$ cat src/rtl/mpq_pkg.sv
`timescale 1ns / 1ps
// mpq_pkg: types and status codes shared by the priority queue cells and top level
// no dependencies

package mpq_pkg;

  localparam int DATA_W  = 32;
  localparam int CFG_W   = 7;
  localparam int COUNT_W = 7;
  localparam int STAT_W  = 2;

  localparam logic [STAT_W-1:0] STAT_OK    = 2'd0;
  localparam logic [STAT_W-1:0] STAT_FULL  = 2'd1;
  localparam logic [STAT_W-1:0] STAT_EMPTY = 2'd2;

  localparam logic OP_INSERT = 1'b0;
  localparam logic OP_REMOVE = 1'b1;

  // command broadcast to every cell
  typedef struct packed {
    logic                     ins;
    logic                     rem;
    logic signed [DATA_W-1:0] value;
  } cell_cmd_t;

  // what a cell shows its neighbors
  typedef struct packed {
    logic                     vld;
    logic                     gt;
    logic signed [DATA_W-1:0] val;
  } cell_link_t;

endpackage

$ cat src/rtl/mpq_cell.sv
`timescale 1ns / 1ps
// mpq_cell: one slot of the sorted cell chain, largest value at the head
// depends on mpq_pkg

module mpq_cell
  import mpq_pkg::*;
(
  input  logic       clk,
  input  logic       rst_n,
  input  cell_cmd_t  cmd,
  input  cell_link_t left_link,
  input  cell_link_t right_link,
  output cell_link_t own_link
);

  logic                     vld_r;
  logic                     vld_nxt;
  logic signed [DATA_W-1:0] val_r;
  logic signed [DATA_W-1:0] val_nxt;
  logic                     gt;

  // new value belongs at or before this slot
  assign gt = !vld_r || (cmd.value > val_r);

  always_comb begin
    vld_nxt = vld_r;
    val_nxt = val_r;
    if (cmd.ins) begin
      if (left_link.gt) begin
        vld_nxt = left_link.vld;
        val_nxt = left_link.val;
      end else if (gt) begin
        vld_nxt = 1'b1;
        val_nxt = cmd.value;
      end
    end else if (cmd.rem) begin
      vld_nxt = right_link.vld;
      val_nxt = right_link.val;
    end
  end

  always_ff @(posedge clk) begin
    if (!rst_n) begin
      vld_r <= 1'b0;
    end else begin
      vld_r <= vld_nxt;
    end
    val_r <= val_nxt;
  end

  assign own_link.vld = vld_r;
  assign own_link.gt  = gt;
  assign own_link.val = val_r;

endmodule

$ cat config.mk
export PLATFORM = sky130hd
export DESIGN_NAME = mpq_cell
export DESIGN_NICKNAME = d
export VERILOG_FILES = /design/src/rtl/mpq_pkg.sv /design/src/rtl/mpq_cell.sv
export SDC_FILE = /design/constraint.sdc
export NUM_CORES = 1
export LEC_CHECK = 0
export ABC_AREA = 1
export BUFFER_PORTS_ARGS = -buffer_cell sky130_fd_sc_hd__buf_2
export CORE_UTILIZATION = 49
export DETAILED_ROUTE_END_ITERATION = 6
export PLACE_DENSITY = 0.84
export SYNTH_ARGS = -nofsm -noshare
export SYNTH_HDL_FRONTEND = slang
export SYNTH_SLANG_ARGS = --single-unit
$ cat constraint.sdc
create_clock -name clk -period 3.88 [get_ports clk]
set_input_delay 0.388 -clock clk [delete_from_list [all_inputs] [get_ports clk]]
set_output_delay 0.388 -clock clk [all_outputs]
set_load 0.005 [all_outputs]
======== Word-level counts from Yosys, hierarchy flattened ========
Cells that the tools add are included.
storage, ports and cells
  input port bits ......................... 104
  logic and storage cells ................. 16
  register bits after elaboration ......... 33
  output and inout bits ................... 34
operators by class
  multiplexer cells ....................... 8
  reductions and logical operators ........ 4
  order comparisons ....................... 1
  equal/unequal tests ..................... 1
operator list
  kind                                                   number
  two-way mux 32 bit                                     4
  > comparator 32 bit                                    1
  two-way mux 1 bit                                      4
  inequality test 3 x 1 -> 1 bit, second input constant  1
  AND reduction 2 bit                                    1
  nonzero test 2 bit                                     1
  zero test 1 bit                                        1
  logical OR 1 bit                                       1

======== Longest topological paths before layout ========
  depth in word-level cells ............... 5
  gate-level depth with buffers ........... 20
  depth with buffers taken out ............ 20

======== Worst setup path before layout ========
Ideal clock, no wire load.
  kind .................................... input -> register
  start ................................... input cmd[31] (netlist name)
  end ..................................... register val_r[0] (enable)
  library setup time ...................... 0.387 ns
  path slack .............................. 1.399 ns
  arrival time ............................ 2.094 ns
  data required time ...................... 3.493 ns
  buffers on the path ..................... 0
  stages on the path ...................... 11
  path through ............................ ha_1 > a21oi_1 > o21a_2 > nand2_2 > a21oi_4 > nand3_1 > nand2_1 > nand2_2 > nand3_2 > nand2_1 > inv_1
on the way
  word-level cells in the longest chain between the ends .. 4
RTL lines
  what                                      line            RTL
  start: declaration                        mpq_cell.sv:10  input cell_cmd_t cmd,
  > comparator 32 bit                       mpq_cell.sv:23  assign gt = !vld_r || (cmd.value > val_r);
  logical OR 1 bit                          mpq_cell.sv:23
  inequality test 3 x 1 -> 1 bit (no line)  n/a
  AND reduction 2 bit (no line)             n/a
  end signal: assignment                    mpq_cell.sv:48  val_r <= val_nxt;
  end: declaration                          mpq_cell.sv:18  logic signed [DATA_W-1:0] val_r;
No other way between the ends.
A chain may end at the register's enable or synchronous reset.

======== Worst setup path after layout ========
  start ................................... register val_r[23]
  end ..................................... register val_r[27] (enable)
on the way
  word-level cells in the longest chain between the ends .. 4
RTL lines
  what                                      line
  > comparator 32 bit                       mpq_cell.sv:23
  logical OR 1 bit                          mpq_cell.sv:23
  inequality test 3 x 1 -> 1 bit (no line)  n/a
  AND reduction 2 bit (no line)             n/a
No other way between the ends.

==> impl_results.html <==
<table>
<tr><th>Metric</th><th>Value</th></tr>
<tr><th colspan="2">Power</th></tr>
<tr><td>Total Power Consumption</td><td>1.10 mW</td></tr>
<tr><td>Cell area power density</td><td>323 nW/um^2</td></tr>
<tr><td>Switching power</td><td>328 uW</td></tr>
<tr><td>Leak Pwr</td><td>1.86 nW</td></tr>
<tr><td>Combinational share of power</td><td>29.5%</td></tr>
<tr><td>Reg power frac</td><td>41.6%</td></tr>
<tr><td>Portion of total power attributed to the clock network</td><td>28.9%</td></tr>
<tr><td>Internal power</td><td>777 uW</td></tr>
<tr><td>Peak ir drop on the vdd network</td><td>0.188 mV</td></tr>
<tr><td>Switching part of the total</td><td>29.7%</td></tr>
<tr><th colspan="2">GRT</th></tr>
<tr><td>Global-route met3 utilization</td><td>4.02%</td></tr>
<tr><td>Met1 global-route usage</td><td>29.2%</td></tr>
<tr><td>Global-route wire length before repair</td><td>10.3 mm</td></tr>
<tr><td>Number of antenna violations at the first check in global routing</td><td>0</td></tr>
<tr><td>Via count of the first global-routing pass</td><td>2439</td></tr>
<tr><td>Pin count of the biggest net entering global routing</td><td>37</td></tr>
<tr><td>Met2 routing resource usage after global routing</td><td>43.3%</td></tr>
<tr><td>Layer with the highest usage after global routing</td><td>met2</td></tr>
<tr><td>Global-route congestion overflow total</td><td>0</td></tr>
<tr><td>Total track usage</td><td>24.3%</td></tr>
<tr><th colspan="2">CTS</th></tr>
<tr><td>Number of buffers inserted during clock tree synthesis</td><td>5</td></tr>
<tr><td>Clock-pin slew reported for the worst setup and hold paths after clock tree synthesis</td><td>70 ps</td></tr>
<tr><td># resized after CTS</td><td>0</td></tr>
<tr><td>Clock tree from TritonCTS</td><td>built</td></tr>
<tr><td>CTS Root Cell</td><td>clkbuf_8</td></tr>
<tr><td># hold bufs at CTS</td><td>0</td></tr>
<tr><td>Clock network latency to the later pin of the worst-skew pair</td><td>280 ps</td></tr>
<tr><td>CTS HTree Levels</td><td>2</td></tr>
<tr><td>Clock tree buffer depth</td><td>2</td></tr>
<tr><td># clock sinks</td><td>33</td></tr>
<tr><td>Buffers inserted by post-CTS timing repair</td><td>0</td></tr>
<tr><th colspan="2">Finish</th></tr>
<tr><td>Fraction of layout cells with a size suffix above 1</td><td>34.8%</td></tr>
<tr><td>Total inserted antenna cells</td><td>0</td></tr>
<tr><td>Most frequent standard cell in the layout excluding fill and tap cells</td><td>buf_2</td></tr>
<tr><td>Area Growth Syn to Fin</td><td>31.2%</td></tr>
<tr><td>Filler cells</td><td>436</td></tr>
<tr><td>Final core utilization</td><td>67.0%</td></tr>
<tr><td>Net total in the final layout</td><td>601</td></tr>
<tr><td>Most frequent cells in the layout</td><td>buf_2, nand2_1, nand3_1</td></tr>
<tr><th colspan="2">Worst setup path</th></tr>
<tr><td>Cell mode on critical path</td><td>nand2_1</td></tr>
<tr><td>Data arrival time of the critical path</td><td>2610 ps</td></tr>
<tr><td>Critical-path top delay cell</td><td>buf_4</td></tr>
<tr><td>Type of element capturing the critical path</td><td>flop</td></tr>
<tr><td>Maximum fanout encountered on the critical timing path</td><td>23</td></tr>
<tr><td>CP max stage delay</td><td>390 ps</td></tr>
<tr><td>Start-to-end type of the worst setup path</td><td>reg2reg</td></tr>
<tr><td>Kind of start point of the critical path</td><td>flop</td></tr>
<tr><td>Data required time at the worst endpoint</td><td>3840 ps</td></tr>
<tr><td>Cell chain of the critical path</td><td>inv_1 -&gt; ha_1 -&gt; nand2_1 -&gt; nor2_1 -&gt; nand4_1 -&gt; nor2_2 -&gt; nand2_1 -&gt; nand2_1 -&gt; nand2_1 -&gt; nand2_1 -&gt; nand2_2 -&gt; nand3_2 -&gt; nand2_1 -&gt; inv_1 -&gt; buf_4</td></tr>
<tr><th colspan="2">Floorplan</th></tr>
<tr><td>Initial standard-cell utilization of the core</td><td>51.1%</td></tr>
<tr><td>Core footprint</td><td>5110 um^2</td></tr>
<tr><td>Number of cell rows</td><td>26</td></tr>
<tr><td>Die X</td><td>75.0 um</td></tr>
<tr><td>Num ports</td><td>138</td></tr>
<tr><td>Overall die height</td><td>75.0 um</td></tr>
<tr><td>Die area</td><td>5620 um^2</td></tr>
<tr><th colspan="2">Timing</th></tr>
<tr><td>Post-route clock period utilization</td><td>68.4%</td></tr>
<tr><td>Post-Route Setup TNS</td><td>0 ps</td></tr>
<tr><td>Worst-Margin Slew</td><td>773 ps</td></tr>
<tr><td>Max Clock Freq</td><td>377 MHz</td></tr>
<tr><td>Worst max-slew margin expressed relative to the limit</td><td>48.5%</td></tr>
<tr><td>Number of slew-limit violations in the final report</td><td>0</td></tr>
<tr><td>Setup repair after global routing missed its margin</td><td>no</td></tr>
<tr><td>Final number of setup-violating endpoints</td><td>0</td></tr>
<tr><td>Clock Skews</td><td>7.85 ps</td></tr>
<tr><td>Number of hold violations in the final report</td><td>0</td></tr>
<tr><td>Worst hold margin</td><td>388 ps</td></tr>
<tr><td>Worst path setup slack after routing</td><td>1230 ps</td></tr>
<tr><td>Clock period minus worst slack</td><td>2650 ps</td></tr>
<tr><th colspan="2">Logic synthesis</th></tr>
<tr><td>Avg Cell Area, Syn</td><td>7.79 um^2</td></tr>
<tr><td>Post-synthesis sequential element count</td><td>33</td></tr>
<tr><td>Number of distinct library cells after synthesis</td><td>24</td></tr>
<tr><td>Number of nets produced by synthesis</td><td>471</td></tr>
<tr><td>Sequential share of the synthesized area</td><td>37.6%</td></tr>
<tr><td>Synthesized instance count</td><td>335</td></tr>
<tr><td>Yosys Warn Count</td><td>0</td></tr>
<tr><td>Post-synthesis instance area</td><td>2610 um^2</td></tr>
<tr><th colspan="2">Routing</th></tr>
<tr><td>Post-route DRC</td><td>0</td></tr>
<tr><td>Post-DR wirelength/cell</td><td>12.7 um</td></tr>
<tr><td>Detailed-router iteration count before antenna repair</td><td>4</td></tr>
<tr><td>Number of antenna-violating nets in the routed design</td><td>0</td></tr>
<tr><td>Number of vias after detailed routing</td><td>2715</td></tr>
<tr><td>Final wirelength</td><td>6.81 mm</td></tr>
<tr><td>Post-DR vias/cell</td><td>5.07</td></tr>
<tr><td>Number of DRC violations after detailed-routing iteration 0</td><td>85</td></tr>
<tr><th colspan="2">Placement</th></tr>
<tr><td>Pre-CTS setup slack</td><td>1100 ps</td></tr>
<tr><td>Port buffer count</td><td>136</td></tr>
<tr><td>Estimated wirelength of the detail-placed design</td><td>5.16 mm</td></tr>
<tr><td>Placer congestion estimate</td><td>0.776</td></tr>
<tr><th colspan="2">Hold path</th></tr>
<tr><td>Path category of the worst min-delay check</td><td>in2reg</td></tr>
<tr><th colspan="2">Outcome</th></tr>
<tr><td>Run status</td><td>finished clean</td></tr>
<tr><th colspan="2">Job</th></tr>
<tr><td>Maximum Capacitance Violations</td><td>0</td></tr>
</table>
logic make-up after synthesis:
logic type | share of synthesized area, %
AO/OA/AOI/OAI | 4.51
buffers and inverters | 9.64
AND/OR/NAND/NOR | 32.9
flip-flops | 37.6
adder cells (fa/ha/maj) | 15.3
stage by stage:
step	area, um^2	instances
detailed placement	3320	528
finish	3420	536
CTS	3420	536
global placement	3320	528
floorplan	2610	335
global route	3420	536
path summary, 6_finish.rpt:
check                            from                   to  slack [ps]  cells after the start
setup / recovery  val_r[23]$_DFFE_PP_  val_r[27]$_DFFE_PP_        1230                     15
hold / removal         right_link[17]  val_r[17]$_DFFE_PP_         390                      3
setup reg to reg  val_r[23]$_DFFE_PP_  val_r[27]$_DFFE_PP_        1230                     15
hold reg to reg    vld_r$_SDFFE_PN0P_   vld_r$_SDFFE_PN0P_         600                      4
cell usage after synthesis:
library cell  number  area share [%]
nand2_2            3            0.72
o21a_2             2            0.67
buf_4              2            0.58
edfxtp_1          32              37
nand3_2            3             1.2
inv_1             41             5.9
ha_1              32              15
buf_6              2            0.86
o21ai_0            2            0.38
nor3_2             1            0.38
inv_8              1            0.43
nand2_1          103              15
o22ai_1            1            0.24
nand4_1            3            0.72
inv_2              1            0.14
nor2_2             4            0.96
a21o_1             1            0.29
dfxtp_1            1            0.77
clkbuf_1          12             1.7
a21oi_1           12             2.3
nand3_1           66              13
or2_4              1            0.34
nor2_1             8             1.2
a21oi_4            1            0.62
routing by layer:
metal	vias up	wire (um)	part of all wire, %
met5	-	0	0
met4	0	106	1.6
met3	12	395	5.8
met2	105	3550	52
met1	1231	2760	41
li1	1367	-	-
power by group through the flow:
stage / combinational, mW / sequential [mW] / clock [mW]
3_5_place_dp: 0.324 / 0.468 / 0
5_1_grt: 0.373 / 0.465 / 0.337
2_1_floorplan: 0.183 / 0.471 / 0
3_3_place_gp: 0.311 / 0.465 / 0
4_1_cts: 0.328 / 0.460 / 0.322
6_report: 0.325 / 0.460 / 0.319
critical path, delay by kind of cell, from the launching register on:
kind / cells / cell delay (ps)
and+or+nand+nor: 11 / 950
buffers and inverters: 3 / 740
DFF: 1 / 350
adders and majority gates: 1 / 280
state kept, by name, summed over array words and instances (netlist names):
| signal | count |
|---|---|
| val_r | 32 |
| vld_r | 1 |
layout make-up:
cell class | count | area, um^2 | share of cell area, %
clock buffer | 6 | 72.6 | 2.12
inverter | 43 | 169 | 4.93
sequential | 33 | 981 | 28.7
tap | 70 | 87.6 | 2.56
multi-input combinational | 243 | 1380 | 40.2
clock inverter | 2 | 33.8 | 0.987
timing repair buffer | 139 | 703 | 20.5
No activity file was read; power rests on OpenSTA's default activity.
